[config.mk]
export PLATFORM = sky130hd
export DESIGN_NAME = clock_drift_discipline_core_flat
export DESIGN_NICKNAME = d
export VERILOG_FILES = /design/src/rtl/cdd_pkg.sv /design/src/rtl/cdd_ifs.sv /design/src/rtl/cdd_div.sv /design/src/rtl/clock_drift_discipline_core.sv /design/src/flat_wrapper.sv
export SDC_FILE = /design/constraint.sdc
export NUM_CORES = 2
export LEC_CHECK = 0
export ABC_CLOCK_PERIOD_IN_PS = 10800
export CORE_ASPECT_RATIO = 1.5
export CORE_MARGIN = 2
export CORE_UTILIZATION = 50
export CTS_CLUSTER_SIZE = 40
export DETAILED_ROUTE_END_ITERATION = 7
export DONT_BUFFER_PORTS = 1
export GPL_ROUTABILITY_DRIVEN = 0
export HOLD_SLACK_MARGIN = 0.08
export SLEW_MARGIN = 20
export SYNTH_ARGS = -nofsm -noshare
export SYNTH_HDL_FRONTEND = slang
export SYNTH_HIERARCHICAL = 1
export SYNTH_SLANG_ARGS = --single-unit
[constraint.sdc]
create_clock -name clk -period 10.8 [get_ports clk]
set_clock_uncertainty 0.1 [all_clocks]
set_input_delay 0 -clock clk [delete_from_list [all_inputs] [get_ports clk]]
set_output_delay 0 -clock clk [all_outputs]
set_load 0.005 [all_outputs]
[src/rtl/cdd_pkg.sv]
// Shared constants, codes and types of the clock drift discipline block.
package cdd_pkg;

  // Field widths.
  localparam int SEC_W      = 32;
  localparam int USEC_W     = 20;
  localparam int LAT_W      = 10;
  localparam int PREC_W     = 10;
  localparam int DRIFT_W    = 43;
  localparam int AVG_W      = 15;
  localparam int SLEW_SEC_W = 5;
  localparam int SAMP_W     = 10;
  localparam int ACTION_W   = 2;

  // Configuration port.
  localparam int CFG_IDX_W  = 8;
  localparam int CFG_DATA_W = 10;
  localparam logic [CFG_IDX_W-1:0] REG_PRECISION = CFG_IDX_W'(0);
  localparam logic [CFG_IDX_W-1:0] REG_TEST_MODE = CFG_IDX_W'(1);
  localparam logic [PREC_W-1:0]    PREC_RESET    = PREC_W'(10);

  // Learning window.
  localparam int LEARN_WINDOW   = 10;
  localparam int FORCE_LIMIT_MS = 10000;
  localparam int WIN_W          = $clog2(LEARN_WINDOW + 1);
  localparam int ACC_W          = $clog2(LEARN_WINDOW * FORCE_LIMIT_MS) + 1;

  // Sync period average.
  localparam int GAP_W      = 10;
  localparam int GAP_MAX    = 1000;
  localparam int GAP_SCALE  = 100;
  localparam int PSUM_W     = 18;
  localparam int PSUM_HALVE = 20000;
  localparam int PCNT_W     = 12;
  localparam int PCNT_STEP  = 10;
  localparam int PCNT_MAX   = 4090;
  localparam int ROUND_DIV  = 10;
  localparam int ROUND_HALF = 5;
  localparam int SAMP_MAX   = 1000;

  // Time units.
  localparam int MS_PER_SEC    = 1000;
  localparam int USEC_PER_MS   = 1000;
  localparam int USEC_PER_SEC  = 1000000;
  localparam int UNSYNC_FACTOR = 50;
  localparam int SET_US_W      = USEC_W + 2;
  localparam int USQ_W         = 12;
  localparam int PREC50_W      = PREC_W + 6;
  localparam int SLEW_REM_W    = 10;

  // Shared divider: two quotient bits per cycle.
  localparam int DVD_W          = 20;
  localparam int DVS_W          = 12;
  localparam int DIV_RADIX_BITS = 2;
  localparam int DIV_CYC        = DVD_W / DIV_RADIX_BITS;
  localparam int DIV_CNT_W      = $clog2(DIV_CYC + 1);

  typedef enum logic [ACTION_W-1:0] {
    ACT_NONE = 2'd0,
    ACT_SET  = 2'd1,
    ACT_SLEW = 2'd2
  } action_t;

  typedef enum logic [3:0] {
    ST_IDLE,
    ST_DUS_GO,
    ST_DUS_WAIT,
    ST_DRIFT,
    ST_PER_GO,
    ST_PER_WAIT,
    ST_RND_GO,
    ST_RND_WAIT,
    ST_DECIDE,
    ST_AVG_GO,
    ST_AVG_WAIT,
    ST_JUDGE,
    ST_SLEW_GO,
    ST_SLEW_WAIT,
    ST_DONE
  } seq_state_t;

  typedef struct packed {
    logic             start;
    logic [DVD_W-1:0] dividend;
    logic [DVS_W-1:0] divisor;
  } div_req_t;

  typedef struct packed {
    logic             done;
    logic [DVD_W-1:0] quotient;
    logic [DVS_W-1:0] remainder;
  } div_rsp_t;

endpackage

[src/rtl/cdd_ifs.sv]
// Channel interfaces of the clock drift discipline block: item, result and configuration.
interface cdd_item_if;
  import cdd_pkg::*;
  logic              valid;
  logic              ready;
  logic [SEC_W-1:0]  source_sec;
  logic [USEC_W-1:0] source_usec;
  logic [SEC_W-1:0]  local_sec;
  logic [USEC_W-1:0] local_usec;
  logic [LAT_W-1:0]  latency_ms;
  logic [SEC_W-1:0]  now_sec;

  modport source (output valid, source_sec, source_usec, local_sec, local_usec,
                  latency_ms, now_sec, input ready);
  modport sink (input valid, source_sec, source_usec, local_sec, local_usec,
                latency_ms, now_sec, output ready);
endinterface

interface cdd_result_if;
  import cdd_pkg::*;
  logic                         valid;
  logic                         ready;
  logic [ACTION_W-1:0]          action;
  logic [SEC_W-1:0]             set_sec;
  logic [USEC_W-1:0]            set_usec;
  logic signed [SLEW_SEC_W-1:0] slew_sec;
  logic [USEC_W-1:0]            slew_usec;
  logic signed [DRIFT_W-1:0]    drift_ms;
  logic signed [AVG_W-1:0]      avg_drift_ms;
  logic                         in_sync;
  logic [SAMP_W-1:0]            sampling_s;

  modport source (output valid, action, set_sec, set_usec, slew_sec, slew_usec,
                  drift_ms, avg_drift_ms, in_sync, sampling_s, input ready);
  modport sink (input valid, action, set_sec, set_usec, slew_sec, slew_usec,
                drift_ms, avg_drift_ms, in_sync, sampling_s, output ready);
endinterface

interface cdd_cfg_if;
  import cdd_pkg::*;
  logic                  valid;
  logic                  ready;
  logic [CFG_IDX_W-1:0]  index;
  logic [CFG_DATA_W-1:0] data;

  modport source (output valid, index, data, input ready);
  modport sink (input valid, index, data, output ready);
endinterface

[src/rtl/cdd_div.sv]
// Shared unsigned restoring divider, two quotient bits per cycle.
module cdd_div (
  input  logic              clk,
  input  logic              rst,
  input  cdd_pkg::div_req_t req,
  output cdd_pkg::div_rsp_t rsp
);
  import cdd_pkg::*;

  logic                 busy;
  logic                 done;
  logic [DIV_CNT_W-1:0] cnt;
  logic [DVD_W-1:0]     quo;
  logic [DVS_W-1:0]     rem;
  logic [DVS_W-1:0]     dvs;
  logic [DVD_W-1:0]     quo_next;
  logic [DVS_W-1:0]     rem_next;
  logic [DVS_W:0]       trial;

  // The dividend shifts out of the top of quo while quotient bits enter at the bottom.
  always_comb begin
    quo_next = quo;
    rem_next = rem;
    trial    = '0;
    for (int i = 0; i < DIV_RADIX_BITS; i++) begin
      trial = {rem_next, quo_next[DVD_W-1]};
      if (trial >= {1'b0, dvs}) begin
        rem_next = DVS_W'(trial - {1'b0, dvs});
        quo_next = {quo_next[DVD_W-2:0], 1'b1};
      end else begin
        rem_next = trial[DVS_W-1:0];
        quo_next = {quo_next[DVD_W-2:0], 1'b0};
      end
    end
  end

  always_ff @(posedge clk) begin
    if (rst) begin
      busy <= 1'b0;
      done <= 1'b0;
      cnt  <= '0;
    end else begin
      done <= 1'b0;
      if (req.start) begin
        busy <= 1'b1;
        cnt  <= DIV_CNT_W'(DIV_CYC);
      end else if (busy) begin
        cnt <= cnt - DIV_CNT_W'(1);
        if (cnt == DIV_CNT_W'(1)) begin
          busy <= 1'b0;
          done <= 1'b1;
        end
      end
    end
  end

  always_ff @(posedge clk) begin
    if (req.start) begin
      quo <= req.dividend;
      rem <= '0;
      dvs <= req.divisor;
    end else if (busy) begin
      quo <= quo_next;
      rem <= rem_next;
    end
  end

  assign rsp.done      = done;
  assign rsp.quotient  = quo;
  assign rsp.remainder = rem;

endmodule

[src/rtl/clock_drift_discipline_core.sv]
// Clock drift discipline: one time stamp pair in, one set/slew/no-change decision out.
//
// Each accepted item produces exactly one result beat. An item occupies the block for
// the shortest time on the first call and the longest at the end of a learning window
// with slew; the shared divider is used up to five times per item (microsecond
// difference, period average, rounding, window average, slew split). The item port is
// ready only while the sequencer is idle, and a finished result waits in an output
// register, so the next item can be taken before the previous result is read.
// Configuration writes are always accepted and must be made only while the block is idle.
module clock_drift_discipline_core (
  input logic          clk,
  input logic          rst,
  cdd_item_if.sink     item,
  cdd_result_if.source result,
  cdd_cfg_if.sink      cfg
);
  import cdd_pkg::*;

  seq_state_t state, state_next;
  div_req_t   div_req;
  div_rsp_t   div_rsp;

  logic item_acc, cfg_acc, out_load;

  // Configuration and persistent state.
  logic [PREC_W-1:0]       prec;
  logic                    test_mode;
  logic                    seen_call;
  logic [SEC_W-1:0]        last_call_second;
  logic [PSUM_W-1:0]       period_sum;
  logic [PCNT_W-1:0]       period_count;
  logic signed [ACC_W-1:0] drift_accum;
  logic [WIN_W-1:0]        window_count;
  logic                    sync_flag;
  logic [SAMP_W-1:0]       sampling_reg;
  logic signed [AVG_W-1:0] avg_drift_reg;

  // Per-item working registers.
  logic                      first;
  logic signed [SEC_W:0]     sec_diff;
  logic signed [USEC_W:0]    dus;
  logic [SEC_W-1:0]          src_sec;
  logic [USEC_W-1:0]         src_usec;
  logic [LAT_W-1:0]          lat;
  logic [GAP_W-1:0]          gap;
  logic signed [DRIFT_W-1:0] prod;
  logic [SET_US_W-1:0]       set_us;
  logic signed [USQ_W-1:0]   usq;
  logic signed [DRIFT_W-1:0] drift;
  logic [DVD_W-1:0]          per_avg;

  action_t                      res_action;
  logic [SEC_W-1:0]             res_set_sec;
  logic [USEC_W-1:0]            res_set_usec;
  logic signed [SLEW_SEC_W-1:0] res_slew_sec;
  logic [USEC_W-1:0]            res_slew_usec;

  // Output register.
  logic                         out_valid;
  action_t                      out_action;
  logic [SEC_W-1:0]             out_set_sec;
  logic [USEC_W-1:0]            out_set_usec;
  logic signed [SLEW_SEC_W-1:0] out_slew_sec;
  logic [USEC_W-1:0]            out_slew_usec;
  logic signed [DRIFT_W-1:0]    out_drift;
  logic signed [AVG_W-1:0]      out_avg;
  logic                         out_sync;
  logic [SAMP_W-1:0]            out_samp;

  // Combinational helpers.
  logic signed [SEC_W:0]     gap_diff;
  logic [GAP_W-1:0]          gap_clamped;
  logic [USEC_W:0]           dus_mag;
  logic                      halve;
  logic [PSUM_W-1:0]         sum_h;
  logic [PCNT_W-1:0]         cnt_h;
  logic [PSUM_W-1:0]         psum_next;
  logic [PCNT_W:0]           pcnt_wide;
  logic [PCNT_W-1:0]         pcnt_next;
  logic signed [DRIFT_W-1:0] sd_ext;
  logic signed [DRIFT_W-1:0] prod_next;
  logic [SET_US_W-1:0]       set_us_next;
  logic signed [USQ_W-1:0]   usq_mag;
  logic signed [USQ_W-1:0]   usq_next;
  logic signed [DRIFT_W-1:0] usq_ext;
  logic signed [DRIFT_W-1:0] lat_ext;
  logic signed [DRIFT_W-1:0] drift_next;
  logic [DVD_W:0]            samp_wide;
  logic [SAMP_W-1:0]         samp_next;
  logic [DRIFT_W-1:0]        drift_mag;
  logic                      force_set;
  logic [SET_US_W-1:0]       us_adj;
  logic [1:0]                carry;
  logic signed [ACC_W-1:0]   drift_low;
  logic signed [ACC_W-1:0]   acc_sum;
  logic [WIN_W-1:0]          win_sum;
  logic                      window_open;
  logic [ACC_W-1:0]          acc_mag;
  logic signed [AVG_W-1:0]   avg_mag;
  logic signed [AVG_W-1:0]   avg_next;
  logic [AVG_W-1:0]          absa;
  logic [PREC50_W-1:0]       absa_ext;
  logic [PREC50_W-1:0]       prec_ext;
  logic [PREC50_W-1:0]       prec50;
  logic signed [SLEW_SEC_W-1:0] sq_s;
  logic [SLEW_REM_W-1:0]        slew_rem;
  logic signed [SLEW_SEC_W-1:0] slew_sec_next;
  logic [USEC_W-1:0]            slew_usec_next;

  cdd_div u_div (
    .clk (clk),
    .rst (rst),
    .req (div_req),
    .rsp (div_rsp)
  );

  assign item_acc = item.valid && item.ready;
  assign cfg_acc  = cfg.valid && cfg.ready;
  assign cfg.ready = 1'b1;

  // Gap since the previous call, clamped to the range the average can take.
  assign gap_diff = $signed({1'b0, item.now_sec}) - $signed({1'b0, last_call_second});
  always_comb begin
    if (gap_diff[SEC_W]) begin
      gap_clamped = '0;
    end else if (gap_diff[SEC_W-1:0] > SEC_W'(GAP_MAX)) begin
      gap_clamped = GAP_W'(GAP_MAX);
    end else begin
      gap_clamped = gap_diff[GAP_W-1:0];
    end
  end

  assign dus_mag = dus[USEC_W] ? (USEC_W + 1)'(-dus) : (USEC_W + 1)'(dus);

  // Period average update; both sums halve together once the sum gets large.
  assign halve     = period_sum >= PSUM_W'(PSUM_HALVE);
  assign sum_h     = halve ? (period_sum >> 1) : period_sum;
  assign cnt_h     = halve ? (period_count >> 1) : period_count;
  assign psum_next = sum_h + PSUM_W'(gap) * PSUM_W'(GAP_SCALE);
  assign pcnt_wide = {1'b0, cnt_h} + (PCNT_W + 1)'(PCNT_STEP);
  assign pcnt_next = (pcnt_wide > (PCNT_W + 1)'(PCNT_MAX)) ? PCNT_W'(PCNT_MAX)
                                                           : pcnt_wide[PCNT_W-1:0];

  // Seconds difference times 1000 as 1024 - 16 - 8.
  assign sd_ext      = sec_diff;
  assign prod_next   = (sd_ext <<< 10) - (sd_ext <<< 4) - (sd_ext <<< 3);
  assign set_us_next = SET_US_W'(src_usec) + SET_US_W'(lat) * SET_US_W'(USEC_PER_MS);

  assign usq_mag  = {1'b0, div_rsp.quotient[USQ_W-2:0]};
  assign usq_next = dus[USEC_W] ? -usq_mag : usq_mag;

  assign usq_ext    = usq;
  assign lat_ext    = {{(DRIFT_W - LAT_W){1'b0}}, lat};
  assign drift_next = prod + usq_ext + lat_ext;

  // Round the period average to whole seconds, half up, with a floor of one second and a ceiling of 1000.
  assign samp_wide = {1'b0, div_rsp.quotient}
                   + (DVD_W + 1)'(div_rsp.remainder >= DVS_W'(ROUND_HALF));
  always_comb begin
    if (per_avg < DVD_W'(ROUND_DIV)) begin
      samp_next = SAMP_W'(1);
    end else if (samp_wide > (DVD_W + 1)'(SAMP_MAX)) begin
      samp_next = SAMP_W'(SAMP_MAX);
    end else begin
      samp_next = samp_wide[SAMP_W-1:0];
    end
  end

  assign drift_mag = drift[DRIFT_W-1] ? DRIFT_W'(-drift) : DRIFT_W'(drift);
  assign force_set = first || (drift_mag >= DRIFT_W'(FORCE_LIMIT_MS));

  always_comb begin
    if (set_us >= SET_US_W'(2 * USEC_PER_SEC)) begin
      carry  = 2'd2;
      us_adj = set_us - SET_US_W'(2 * USEC_PER_SEC);
    end else if (set_us >= SET_US_W'(USEC_PER_SEC)) begin
      carry  = 2'd1;
      us_adj = set_us - SET_US_W'(USEC_PER_SEC);
    end else begin
      carry  = 2'd0;
      us_adj = set_us;
    end
  end

  assign drift_low   = drift[ACC_W-1:0];
  assign acc_sum     = drift_accum + drift_low;
  assign win_sum     = window_count + WIN_W'(1);
  assign window_open = (lat != '0) && (win_sum < WIN_W'(LEARN_WINDOW));

  assign acc_mag  = drift_accum[ACC_W-1] ? ACC_W'(-drift_accum) : ACC_W'(drift_accum);
  assign avg_mag  = {1'b0, div_rsp.quotient[AVG_W-2:0]};
  assign avg_next = drift_accum[ACC_W-1] ? -avg_mag : avg_mag;

  assign absa     = avg_drift_reg[AVG_W-1] ? AVG_W'(-avg_drift_reg) : AVG_W'(avg_drift_reg);
  assign absa_ext = PREC50_W'(absa);
  assign prec_ext = PREC50_W'(prec);
  assign prec50   = prec_ext * PREC50_W'(UNSYNC_FACTOR);

  // Slew split: microseconds stay non-negative by borrowing one second.
  assign sq_s     = {1'b0, div_rsp.quotient[SLEW_SEC_W-2:0]};
  assign slew_rem = div_rsp.remainder[SLEW_REM_W-1:0];
  always_comb begin
    if (!avg_drift_reg[AVG_W-1]) begin
      slew_sec_next  = sq_s;
      slew_usec_next = USEC_W'(slew_rem) * USEC_W'(USEC_PER_MS);
    end else if (slew_rem == '0) begin
      slew_sec_next  = -sq_s;
      slew_usec_next = '0;
    end else begin
      slew_sec_next  = -(sq_s + SLEW_SEC_W'(1));
      slew_usec_next = (USEC_W'(MS_PER_SEC) - USEC_W'(slew_rem)) * USEC_W'(USEC_PER_MS);
    end
  end

  // Next state.
  always_comb begin
    state_next = state;
    case (state)
      ST_IDLE:      if (item_acc) state_next = ST_DUS_GO;
      ST_DUS_GO:    state_next = ST_DUS_WAIT;
      ST_DUS_WAIT:  if (div_rsp.done) state_next = ST_DRIFT;
      ST_DRIFT:     state_next = first ? ST_DECIDE : ST_PER_GO;
      ST_PER_GO:    state_next = ST_PER_WAIT;
      ST_PER_WAIT:  if (div_rsp.done) state_next = ST_RND_GO;
      ST_RND_GO:    state_next = ST_RND_WAIT;
      ST_RND_WAIT:  if (div_rsp.done) state_next = ST_DECIDE;
      ST_DECIDE: begin
        if (test_mode || force_set || window_open) begin
          state_next = ST_DONE;
        end else begin
          state_next = ST_AVG_GO;
        end
      end
      ST_AVG_GO:    state_next = ST_AVG_WAIT;
      ST_AVG_WAIT:  if (div_rsp.done) state_next = ST_JUDGE;
      ST_JUDGE:     state_next = (absa_ext < prec_ext) ? ST_DONE : ST_SLEW_GO;
      ST_SLEW_GO:   state_next = ST_SLEW_WAIT;
      ST_SLEW_WAIT: if (div_rsp.done) state_next = ST_DONE;
      ST_DONE:      if (!out_valid || result.ready) state_next = ST_IDLE;
      default:      state_next = ST_IDLE;
    endcase
  end

  // Sequencer outputs: item ready, divider operands, result load.
  always_comb begin
    item.ready       = 1'b0;
    out_load         = 1'b0;
    div_req.start    = 1'b0;
    div_req.dividend = '0;
    div_req.divisor  = '0;
    case (state)
      ST_IDLE: item.ready = 1'b1;
      ST_DUS_GO: begin
        div_req.start    = 1'b1;
        div_req.dividend = dus_mag[USEC_W-1:0];
        div_req.divisor  = DVS_W'(USEC_PER_MS);
      end
      ST_PER_GO: begin
        div_req.start    = 1'b1;
        div_req.dividend = DVD_W'(period_sum);
        div_req.divisor  = DVS_W'(period_count);
      end
      ST_RND_GO: begin
        div_req.start    = 1'b1;
        div_req.dividend = per_avg;
        div_req.divisor  = DVS_W'(ROUND_DIV);
      end
      ST_AVG_GO: begin
        div_req.start    = 1'b1;
        div_req.dividend = DVD_W'(acc_mag);
        div_req.divisor  = DVS_W'(window_count);
      end
      ST_SLEW_GO: begin
        div_req.start    = 1'b1;
        div_req.dividend = DVD_W'(absa);
        div_req.divisor  = DVS_W'(MS_PER_SEC);
      end
      ST_DONE: out_load = !out_valid || result.ready;
      default: ;
    endcase
  end

  // Control and persistent state.
  always_ff @(posedge clk) begin
    if (rst) begin
      state            <= ST_IDLE;
      prec             <= PREC_RESET;
      test_mode        <= 1'b0;
      seen_call        <= 1'b0;
      last_call_second <= '0;
      period_sum       <= '0;
      period_count     <= '0;
      drift_accum      <= '0;
      window_count     <= '0;
      sync_flag        <= 1'b0;
      sampling_reg     <= '0;
      avg_drift_reg    <= '0;
      out_valid        <= 1'b0;
    end else begin
      state <= state_next;
      if (cfg_acc) begin
        case (cfg.index)
          REG_PRECISION: prec      <= cfg.data[PREC_W-1:0];
          REG_TEST_MODE: test_mode <= cfg.data[0];
          default: ;
        endcase
      end
      if (item_acc) begin
        seen_call        <= 1'b1;
        last_call_second <= item.now_sec;
      end
      if (state == ST_DUS_GO && !first) begin
        period_sum   <= psum_next;
        period_count <= pcnt_next;
      end
      if (state == ST_RND_WAIT && div_rsp.done) begin
        sampling_reg <= samp_next;
      end
      if (state == ST_DECIDE) begin
        if (test_mode) begin
          sync_flag <= drift_mag < DRIFT_W'(prec);
        end else if (force_set) begin
          sync_flag    <= 1'b1;
          drift_accum  <= '0;
          window_count <= '0;
        end else begin
          drift_accum  <= acc_sum;
          window_count <= win_sum;
        end
      end
      if (state == ST_AVG_WAIT && div_rsp.done) begin
        avg_drift_reg <= avg_next;
        drift_accum   <= '0;
        window_count  <= '0;
      end
      if (state == ST_JUDGE) begin
        if (absa_ext < prec_ext) begin
          sync_flag <= 1'b1;
        end else if (absa_ext > prec50) begin
          sync_flag <= 1'b0;
        end
      end
      if (out_load) begin
        out_valid <= 1'b1;
      end else if (result.ready) begin
        out_valid <= 1'b0;
      end
    end
  end

  // Per-item working values and the output register payload.
  always_ff @(posedge clk) begin
    if (item_acc) begin
      first         <= !seen_call;
      sec_diff      <= $signed({1'b0, item.source_sec}) - $signed({1'b0, item.local_sec});
      dus           <= $signed({1'b0, item.source_usec}) - $signed({1'b0, item.local_usec});
      src_sec       <= item.source_sec;
      src_usec      <= item.source_usec;
      lat           <= item.latency_ms;
      gap           <= gap_clamped;
      res_action    <= ACT_NONE;
      res_set_sec   <= '0;
      res_set_usec  <= '0;
      res_slew_sec  <= '0;
      res_slew_usec <= '0;
    end
    if (state == ST_DUS_GO) begin
      prod   <= prod_next;
      set_us <= set_us_next;
    end
    if (state == ST_DUS_WAIT && div_rsp.done) begin
      usq <= usq_next;
    end
    if (state == ST_DRIFT) begin
      drift <= drift_next;
    end
    if (state == ST_PER_WAIT && div_rsp.done) begin
      per_avg <= div_rsp.quotient;
    end
    if (state == ST_DECIDE && !test_mode && force_set) begin
      res_action   <= ACT_SET;
      res_set_sec  <= src_sec + SEC_W'(carry);
      res_set_usec <= us_adj[USEC_W-1:0];
    end
    if (state == ST_SLEW_WAIT && div_rsp.done) begin
      res_action    <= ACT_SLEW;
      res_slew_sec  <= slew_sec_next;
      res_slew_usec <= slew_usec_next;
    end
    if (out_load) begin
      out_action    <= res_action;
      out_set_sec   <= res_set_sec;
      out_set_usec  <= res_set_usec;
      out_slew_sec  <= res_slew_sec;
      out_slew_usec <= res_slew_usec;
      out_drift     <= drift;
      out_avg       <= avg_drift_reg;
      out_sync      <= sync_flag;
      out_samp      <= sampling_reg;
    end
  end

  assign result.valid        = out_valid;
  assign result.action       = out_action;
  assign result.set_sec      = out_set_sec;
  assign result.set_usec     = out_set_usec;
  assign result.slew_sec     = out_slew_sec;
  assign result.slew_usec    = out_slew_usec;
  assign result.drift_ms     = out_drift;
  assign result.avg_drift_ms = out_avg;
  assign result.in_sync      = out_sync;
  assign result.sampling_s   = out_samp;

endmodule

[src/flat_wrapper.sv]
// flat-port wrapper written by rule: the top's interface ports become plain ports
module clock_drift_discipline_core_flat import cdd_pkg::*;
  (clk, rst, item_valid, item_source_sec, item_source_usec, item_local_sec, item_local_usec, item_latency_ms, item_now_sec, item_ready, result_valid, result_action, result_set_sec, result_set_usec, result_slew_sec, result_slew_usec, result_drift_ms, result_avg_drift_ms, result_in_sync, result_sampling_s, result_ready, cfg_valid, cfg_index, cfg_data, cfg_ready);
  cdd_item_if item_i ();
  cdd_result_if result_i ();
  cdd_cfg_if cfg_i ();
  input logic clk;
  input logic rst;
  input wire logic [$bits(item_i.valid)-1:0] item_valid;
  input wire logic [$bits(item_i.source_sec)-1:0] item_source_sec;
  input wire logic [$bits(item_i.source_usec)-1:0] item_source_usec;
  input wire logic [$bits(item_i.local_sec)-1:0] item_local_sec;
  input wire logic [$bits(item_i.local_usec)-1:0] item_local_usec;
  input wire logic [$bits(item_i.latency_ms)-1:0] item_latency_ms;
  input wire logic [$bits(item_i.now_sec)-1:0] item_now_sec;
  output wire logic [$bits(item_i.ready)-1:0] item_ready;
  output wire logic [$bits(result_i.valid)-1:0] result_valid;
  output wire logic [$bits(result_i.action)-1:0] result_action;
  output wire logic [$bits(result_i.set_sec)-1:0] result_set_sec;
  output wire logic [$bits(result_i.set_usec)-1:0] result_set_usec;
  output wire logic [$bits(result_i.slew_sec)-1:0] result_slew_sec;
  output wire logic [$bits(result_i.slew_usec)-1:0] result_slew_usec;
  output wire logic [$bits(result_i.drift_ms)-1:0] result_drift_ms;
  output wire logic [$bits(result_i.avg_drift_ms)-1:0] result_avg_drift_ms;
  output wire logic [$bits(result_i.in_sync)-1:0] result_in_sync;
  output wire logic [$bits(result_i.sampling_s)-1:0] result_sampling_s;
  input wire logic [$bits(result_i.ready)-1:0] result_ready;
  input wire logic [$bits(cfg_i.valid)-1:0] cfg_valid;
  input wire logic [$bits(cfg_i.index)-1:0] cfg_index;
  input wire logic [$bits(cfg_i.data)-1:0] cfg_data;
  output wire logic [$bits(cfg_i.ready)-1:0] cfg_ready;
  assign item_i.valid = item_valid;
  assign item_i.source_sec = item_source_sec;
  assign item_i.source_usec = item_source_usec;
  assign item_i.local_sec = item_local_sec;
  assign item_i.local_usec = item_local_usec;
  assign item_i.latency_ms = item_latency_ms;
  assign item_i.now_sec = item_now_sec;
  assign item_ready = item_i.ready;
  assign result_valid = result_i.valid;
  assign result_action = result_i.action;
  assign result_set_sec = result_i.set_sec;
  assign result_set_usec = result_i.set_usec;
  assign result_slew_sec = result_i.slew_sec;
  assign result_slew_usec = result_i.slew_usec;
  assign result_drift_ms = result_i.drift_ms;
  assign result_avg_drift_ms = result_i.avg_drift_ms;
  assign result_in_sync = result_i.in_sync;
  assign result_sampling_s = result_i.sampling_s;
  assign result_i.ready = result_ready;
  assign cfg_i.valid = cfg_valid;
  assign cfg_i.index = cfg_index;
  assign cfg_i.data = cfg_data;
  assign cfg_ready = cfg_i.ready;
  clock_drift_discipline_core u_core (.clk(clk), .rst(rst), .item(item_i), .result(result_i), .cfg(cfg_i));
endmodule
== Word-level counts from Yosys, hierarchy flattened ==
Index checks and enable logic that the tools add are counted.
Storage, ports and cells
  register bits: 670
  input bits: 169
  output and inout bits: 151
  word-level logic and storage cells: 221
Operators by class
  $add $sub $neg: 29
  multiply operators: 5
  order comparisons: 15
  equality and inequality tests: 23
  multiplexer cells: 65
  bitwise gates (word level): 2
  reductions and logical operators: 34
Operator list (count)
  two-way mux 20 bit: 10
  case mux 33 bit (5 select lines): 1
  subtractor 32 x 32 -> 33 bit: 2
  two-way mux 32 bit: 2
  case mux 4 bit (15 select lines): 1
  two-way mux 18 bit: 3
  two-way mux 12 bit: 4
  two-way mux 4 bit: 11
  adder 43 x 11 -> 43 bit: 1
  adder 43 x 12 -> 43 bit: 1
  greater-or-equal comparator 43 x 14 -> 1 bit (second input constant): 1
  < comparator 43 x 10 -> 1 bit: 1
  two-way mux 43 bit: 1
  negation 43 bit: 1
  subtractor 43 x 36 -> 43 bit: 1
  subtractor 43 x 37 -> 43 bit: 1
  subtractor 20 bit (second input constant): 2
  multiplier 10 x 7 -> 17 bit (second input constant): 2
  adder 32 x 2 -> 32 bit: 1
  > comparator 32 x 10 -> 1 bit (second input constant): 1
  multiplier 10 x 5 -> 15 bit (second input constant): 2
  two-way mux 10 bit: 3
  two-way mux 15 bit: 2
  equality test 4 bit (second input constant): 7
  other kinds (54): 111

== Logic depth before layout (Yosys ltp) ==
  depth in word-level cells: 10
  mapped depth: 24
  depth with buffers taken out: 24

== By module ==
The synthesis kept the hierarchy.
By module, submodules not included
  clock_drift_discipline_core: times used 1, cells an instance 4481, area an instance 44650.3 um^2
  cdd_div: times used 1, cells an instance 345, area an instance 3474.6 um^2

== Least setup slack after synthesis ==
OpenSTA, ideal clock, no wires.
  path kind: reg2reg
  start point: reg u_core.state[2]
  end point: reg u_core.out_action[0], in the netlist u_core/result.action[0] (enable)
  arrival time: 7.406 ns
  path slack: 2.627 ns
  cell stages (with the launch flop): 5
  buffers on the path: 2
  cell sequence: dfxtp_1 -> clkbuf_1 -> buf_1 -> nand3_1 -> nor2b_1
Between the ends
  cells in the longest elaborated chain, start to end: 2
RTL lines
  start, declared: RTL line clock_drift_discipline_core.sv:19  | seq_state_t state, state_next;
  start signal, assigned: RTL line clock_drift_discipline_core.sv:300  | state <= state_next;
  equality test 4 bit: RTL line clock_drift_discipline_core.sv:251  | case (state)
  two-way mux 1 bit: RTL line clock_drift_discipline_core.sv:251
  via u_core.out_load: RTL line clock_drift_discipline_core.sv:23  | logic item_acc, cfg_acc, out_load;
  end signal, assigned: RTL line clock_drift_discipline_core.sv:391  | out_action <= res_action;
  end, declared: RTL line clock_drift_discipline_core.sv:60  | action_t out_action;
The timed path passes the listed nets, and every way through them passes these cells.
A chain may end at the register's enable or synchronous reset.

== Worst setup path after layout ==
  start point: reg u_core.u_div.rem[2]
  end point: reg u_core.res_slew_usec[16] (data pin)
Between the ends
  cells in the longest elaborated chain, start to end: 5
  elaborated cells between the ends (all ways): 7
RTL lines
  start, declared: RTL line cdd_div.sv:14  | logic [DVS_W-1:0] rem;
  start signal, assigned: RTL line cdd_div.sv:64  | rem <= rem_next;
  subtractor 10 x 10 -> 11 bit: RTL line clock_drift_discipline_core.sv:211  | slew_usec_next = (USEC_W'(MS_PER_SEC) - USEC_W'(slew_rem)) * USEC_W'(USEC_PER_MS);
  multiplier 20 x 7 -> 17 bit: RTL line clock_drift_discipline_core.sv:211
  two-way mux 20 bit: RTL line clock_drift_discipline_core.sv:206  | end else if (slew_rem == '0) begin
  two-way mux 20 bit (*): RTL line clock_drift_discipline_core.sv:203  | if (!avg_drift_reg[AVG_W-1]) begin
  two-way mux 20 bit (*): RTL line clock_drift_discipline_core.sv:385  | if (state == ST_SLEW_WAIT && div_rsp.done) begin
  end signal, assigned: RTL line clock_drift_discipline_core.sv:388  | res_slew_usec <= slew_usec_next;
  end, declared: RTL line clock_drift_discipline_core.sv:56  | logic [USEC_W-1:0] res_slew_usec;
Every way passes the cells marked *; elsewhere a longest branch is shown, timed or not.

==> summary.md <==
| Metric | Value |
|---|---|
| Rows | 139 |
| EDFF count, synth | 514 |
| Buffers from clock root to sink, at most | 3 |
| Fin crit share | 0.598 |
| GRT Resource Usage Total | 0.265 |
| Post-CTS repair timing setup buffer count | 0 |
| Ports placed on the boundary | 320 |
| Number of nets in the finished design | 5971 |
| Count of state elements after synthesis | 661 |
| Insertion delay of the later-clocked pin in the worst-skew pair | 650 ps |
| Per-cell routed wire length | 20.4 um |
| Clock slew at reported path FFs | 60 ps |
| TritonCTS clock tree | built |
| Sequential share of the synthesized area | 0.382 |
| Number of hold-repair buffers added at the cts stage | 320 |
| Count of distinct cell types in the synthesized netlist | 115 |
| Total die area | 98800 um^2 |
| Critical path cell sequence | inv_1 -> ha_1 -> nor2b_1 -> xnor2_1 -> inv_1 -> fa_1 -> inv_1 -> fa_1 -> inv_1 -> fa_1 -> inv_1 -> fa_1 -> ha_1 -> a21boi_0 -> o21ai_0 -> a21boi_0 -> o21ai_0 -> a21boi_0 -> o21ai_0 -> nor2b_1 -> xnor2_1 -> a21oi_1 -> nor2_1 |
| First-pass DRT Iterations | 6 |
| Slew HR | 0.269 |
| Detailed-route vias per instance | 5.74 |
| Max-slew violation total from the final report | 0 |
| Post-layout util | 0.576 |
| Post-Synthesis Cells | 4826 |
| Starting density of the core | 0.503 |
| Mean post-synth cell area | 9.97 um^2 |
| Total standard cell area after synthesis | 48100 um^2 |
| Total number of cells along the worst setup path | 23 |
| Area overhead of the layout relative to synthesis | 14.5% |
| Most instantiated flip-flop cell in the synthesis netlist | sky130_fd_sc_hd__edfxtp_1 |
| Worst path slowest cell | sky130_fd_sc_hd__dfxtp_1 |
| Critical path's most frequent cell | sky130_fd_sc_hd__inv_1 |
| Post-Route Setup TNS | 0 ps |
| Final antenna-violating net count | 0 |
| Overall via count from detail_route | 37020 |
| Yosys synthesis warning count | 6 |
| Maximum single-stage delay on the critical path | 710 ps |
| Final period demand of the worst path | 6450 ps |
| Fraction of layout cells with a size suffix above 1 | 0.0458 |
| TritonCTS sink count | 661 |
| Number of DRC violations after detailed-routing iteration 0 | 2268 |
| Hold/Removal Path Class | input pin to flip-flop |
| Setup repair after global routing missed its margin | no |
| Nature of the critical path startpoint | flip-flop |
| Via count of the first global-routing pass | 37472 |
| Routed wire length | 132 mm |
| Worst Hold Depth | 1 |
| Total DRC errors in the routed layout | 0 |
| Slew of the pin with the lowest slew margin | 1100 ps |
| Antenna violations before repair | 8 |
| Largest net degree at the start of global routing | 103 |
| Kind of end point of the critical path | flip-flop |
| # Max-Cap Violations | 0 |
| Worst reg-to-reg path cell count | 23 |
| Req. time, crit path | 11080 ps |
| X dimension of the die | 257 um |
| Setup-failing EPs final | 0 |
| Crit path DAT | 6740 ps |
| Number of CTS-inserted buffers | 71 |
| Worst path top cell family by delay | adder cells |
| Wire length of the first global-routing pass | 206 mm |
| Combined buffer and inverter count along the critical path | 5 |
| Detailed placer's ending HPWL | 98.9 mm |
| Die Span Y | 384 um |
| Core Region | 95700 um^2 |
| Max Freq | 155 MHz |
| Final hold violations | 0 |
| Largest driver fanout on the critical path | 13 |
| Count of input and output buffers | 0 |
| Asr flop ratio synth | 0 |
| Clk Tree Root Cell | sky130_fd_sc_hd__clkbuf_16 |
| Number of gates resized after cts | 0 |
| GRT Residual Overflow | 0 |
| H-tree Lvls | 3 |
| Status | finished clean |
| Class of the most critical setup path | flip-flop to flip-flop |
layout make-up:
type	count	area (um^2)
antenna	9	22.5
clock buffer	94	2030
clock inverter	36	390
fill	8294	40500
inverter	471	1770
multi-input combinational	3565	27500
sequential	661	18400
tap	1269	1590
timing repair buffer	350	3450
cells in the mapped netlist (16+ instances only):
library cell	number	area [um^2]
sky130_fd_sc_hd__a21o_1	119	893
sky130_fd_sc_hd__o21ai_0	207	1040
sky130_fd_sc_hd__or3_1	25	156
sky130_fd_sc_hd__a21oi_1	364	1820
sky130_fd_sc_hd__o21bai_1	26	195
sky130_fd_sc_hd__dfxtp_1	147	2940
sky130_fd_sc_hd__nor2b_1	65	407
sky130_fd_sc_hd__o211ai_1	33	248
sky130_fd_sc_hd__inv_1	470	1760
sky130_fd_sc_hd__and2_1	24	150
sky130_fd_sc_hd__buf_1	18	67.6
sky130_fd_sc_hd__xnor2_1	252	2210
sky130_fd_sc_hd__fa_1	149	2980
sky130_fd_sc_hd__o21a_1	49	368
sky130_fd_sc_hd__o31ai_1	36	270
sky130_fd_sc_hd__a211oi_1	43	323
sky130_fd_sc_hd__nand3_1	114	571
sky130_fd_sc_hd__nand2b_1	59	369
sky130_fd_sc_hd__nand2_1	384	1440
sky130_fd_sc_hd__and3_1	36	225
sky130_fd_sc_hd__clkbuf_1	96	360
sky130_fd_sc_hd__nor3_1	77	385
sky130_fd_sc_hd__nand4_1	34	213
sky130_fd_sc_hd__o41ai_1	16	140
sky130_fd_sc_hd__nor2_1	347	1300
sky130_fd_sc_hd__nor4_1	36	225
sky130_fd_sc_hd__edfxtp_1	514	15400
sky130_fd_sc_hd__ha_1	533	6670
sky130_fd_sc_hd__xor2_1	145	1270
sky130_fd_sc_hd__mux2i_1	23	230
sky130_fd_sc_hd__a21boi_0	21	158
sky130_fd_sc_hd__mux2_2	27	304
sky130_fd_sc_hd__a31oi_1	32	200
path summary, 6_finish.rpt:
| path | from | to | slack, ps |
|---|---|---|---|
| worst max-delay path | u_core/u_div/rem[2]$_SDFFE_PP0P_ | u_core/res_slew_usec[16]$_SDFFCE_PN0P_ | 4350 |
| worst min-delay path | item_source_usec[1] | u_core/src_usec[1]$_DFFE_PP_ | 110 |
| worst max register to register | u_core/u_div/rem[2]$_SDFFE_PP0P_ | u_core/res_slew_usec[16]$_SDFFCE_PN0P_ | 4350 |
| worst min register to register | u_core/res_set_sec[24]$_SDFFCE_PN0P_ | u_core/result.set_sec[24]$_DFFE_PP_ | 310 |
layout by cell type, fill, tap and decap left out, types with 77 or more instances in the layout:
cell type	synthesis	final
sky130_fd_sc_hd__clkbuf_16	0	77
sky130_fd_sc_hd__ha_1	533	533
sky130_fd_sc_hd__inv_1	470	469
sky130_fd_sc_hd__edfxtp_1	514	514
sky130_fd_sc_hd__dlygate4sd3_1	0	319
sky130_fd_sc_hd__dfxtp_1	147	147
sky130_fd_sc_hd__a21oi_1	364	363
sky130_fd_sc_hd__o21ai_0	207	206
sky130_fd_sc_hd__fa_1	149	149
sky130_fd_sc_hd__nor2_1	347	345
sky130_fd_sc_hd__nand3_1	114	114
sky130_fd_sc_hd__nand2_1	384	381
sky130_fd_sc_hd__xor2_1	145	145
sky130_fd_sc_hd__xnor2_1	252	252
sky130_fd_sc_hd__a21o_1	119	119
worst reg2reg max path: stages, from the launching register on:
cell and delay, ps:
sky130_fd_sc_hd__dfxtp_1 710, sky130_fd_sc_hd__inv_1 190, sky130_fd_sc_hd__ha_1 210, sky130_fd_sc_hd__nor2b_1 140, sky130_fd_sc_hd__xnor2_1 550, sky130_fd_sc_hd__inv_1 150, sky130_fd_sc_hd__fa_1 530, sky130_fd_sc_hd__inv_1 50
sky130_fd_sc_hd__fa_1 490, sky130_fd_sc_hd__inv_1 50, sky130_fd_sc_hd__fa_1 520, sky130_fd_sc_hd__inv_1 50, sky130_fd_sc_hd__fa_1 460, sky130_fd_sc_hd__ha_1 330, sky130_fd_sc_hd__a21boi_0 250, sky130_fd_sc_hd__o21ai_0 140
sky130_fd_sc_hd__a21boi_0 260, sky130_fd_sc_hd__o21ai_0 140, sky130_fd_sc_hd__a21boi_0 250, sky130_fd_sc_hd__o21ai_0 150, sky130_fd_sc_hd__nor2b_1 160, sky130_fd_sc_hd__xnor2_1 120, sky130_fd_sc_hd__a21oi_1 140, sky130_fd_sc_hd__nor2_1 60
kinds of logic (layout without fill, tap and decap cells):
family	after synthesis	count (layout)	synth area share
buf+inv	602	951	0.0484
xor+xnor	397	397	0.0723
simple gates	1292	1292	0.130
flops	661	661	0.382
fa+ha+maj	682	682	0.201
mux	52	52	0.0117
compound gates	1138	1138	0.155
other cells	2	13	0.000156
metrics by stage:
stage | hold slack (ps) | cells | area (um^2) | setup slack [ps]
detailed placement | -1.02 | 5996 | 49400 | 4320
global placement | -1.01 | 5996 | 49400 | 4390
finish | 111 | 6455 | 55100 | 4350
CTS | 84.8 | 6446 | 55100 | 4300
floorplan | -27.6 | 4828 | 48100 | 2630
global route | 94.2 | 6454 | 55100 | 3810
routing by layer:
layer	wire, um	share of wire	GRT usage
met5	0	0	0
met4	7090	0.054	0.141
met3	6580	0.050	0.0434
met2	68000	0.52	0.490
met1	50200	0.38	0.290
Power is not shown: default switching activity piles up to over one toggle a cycle in this logic, so the estimate is an artifact.
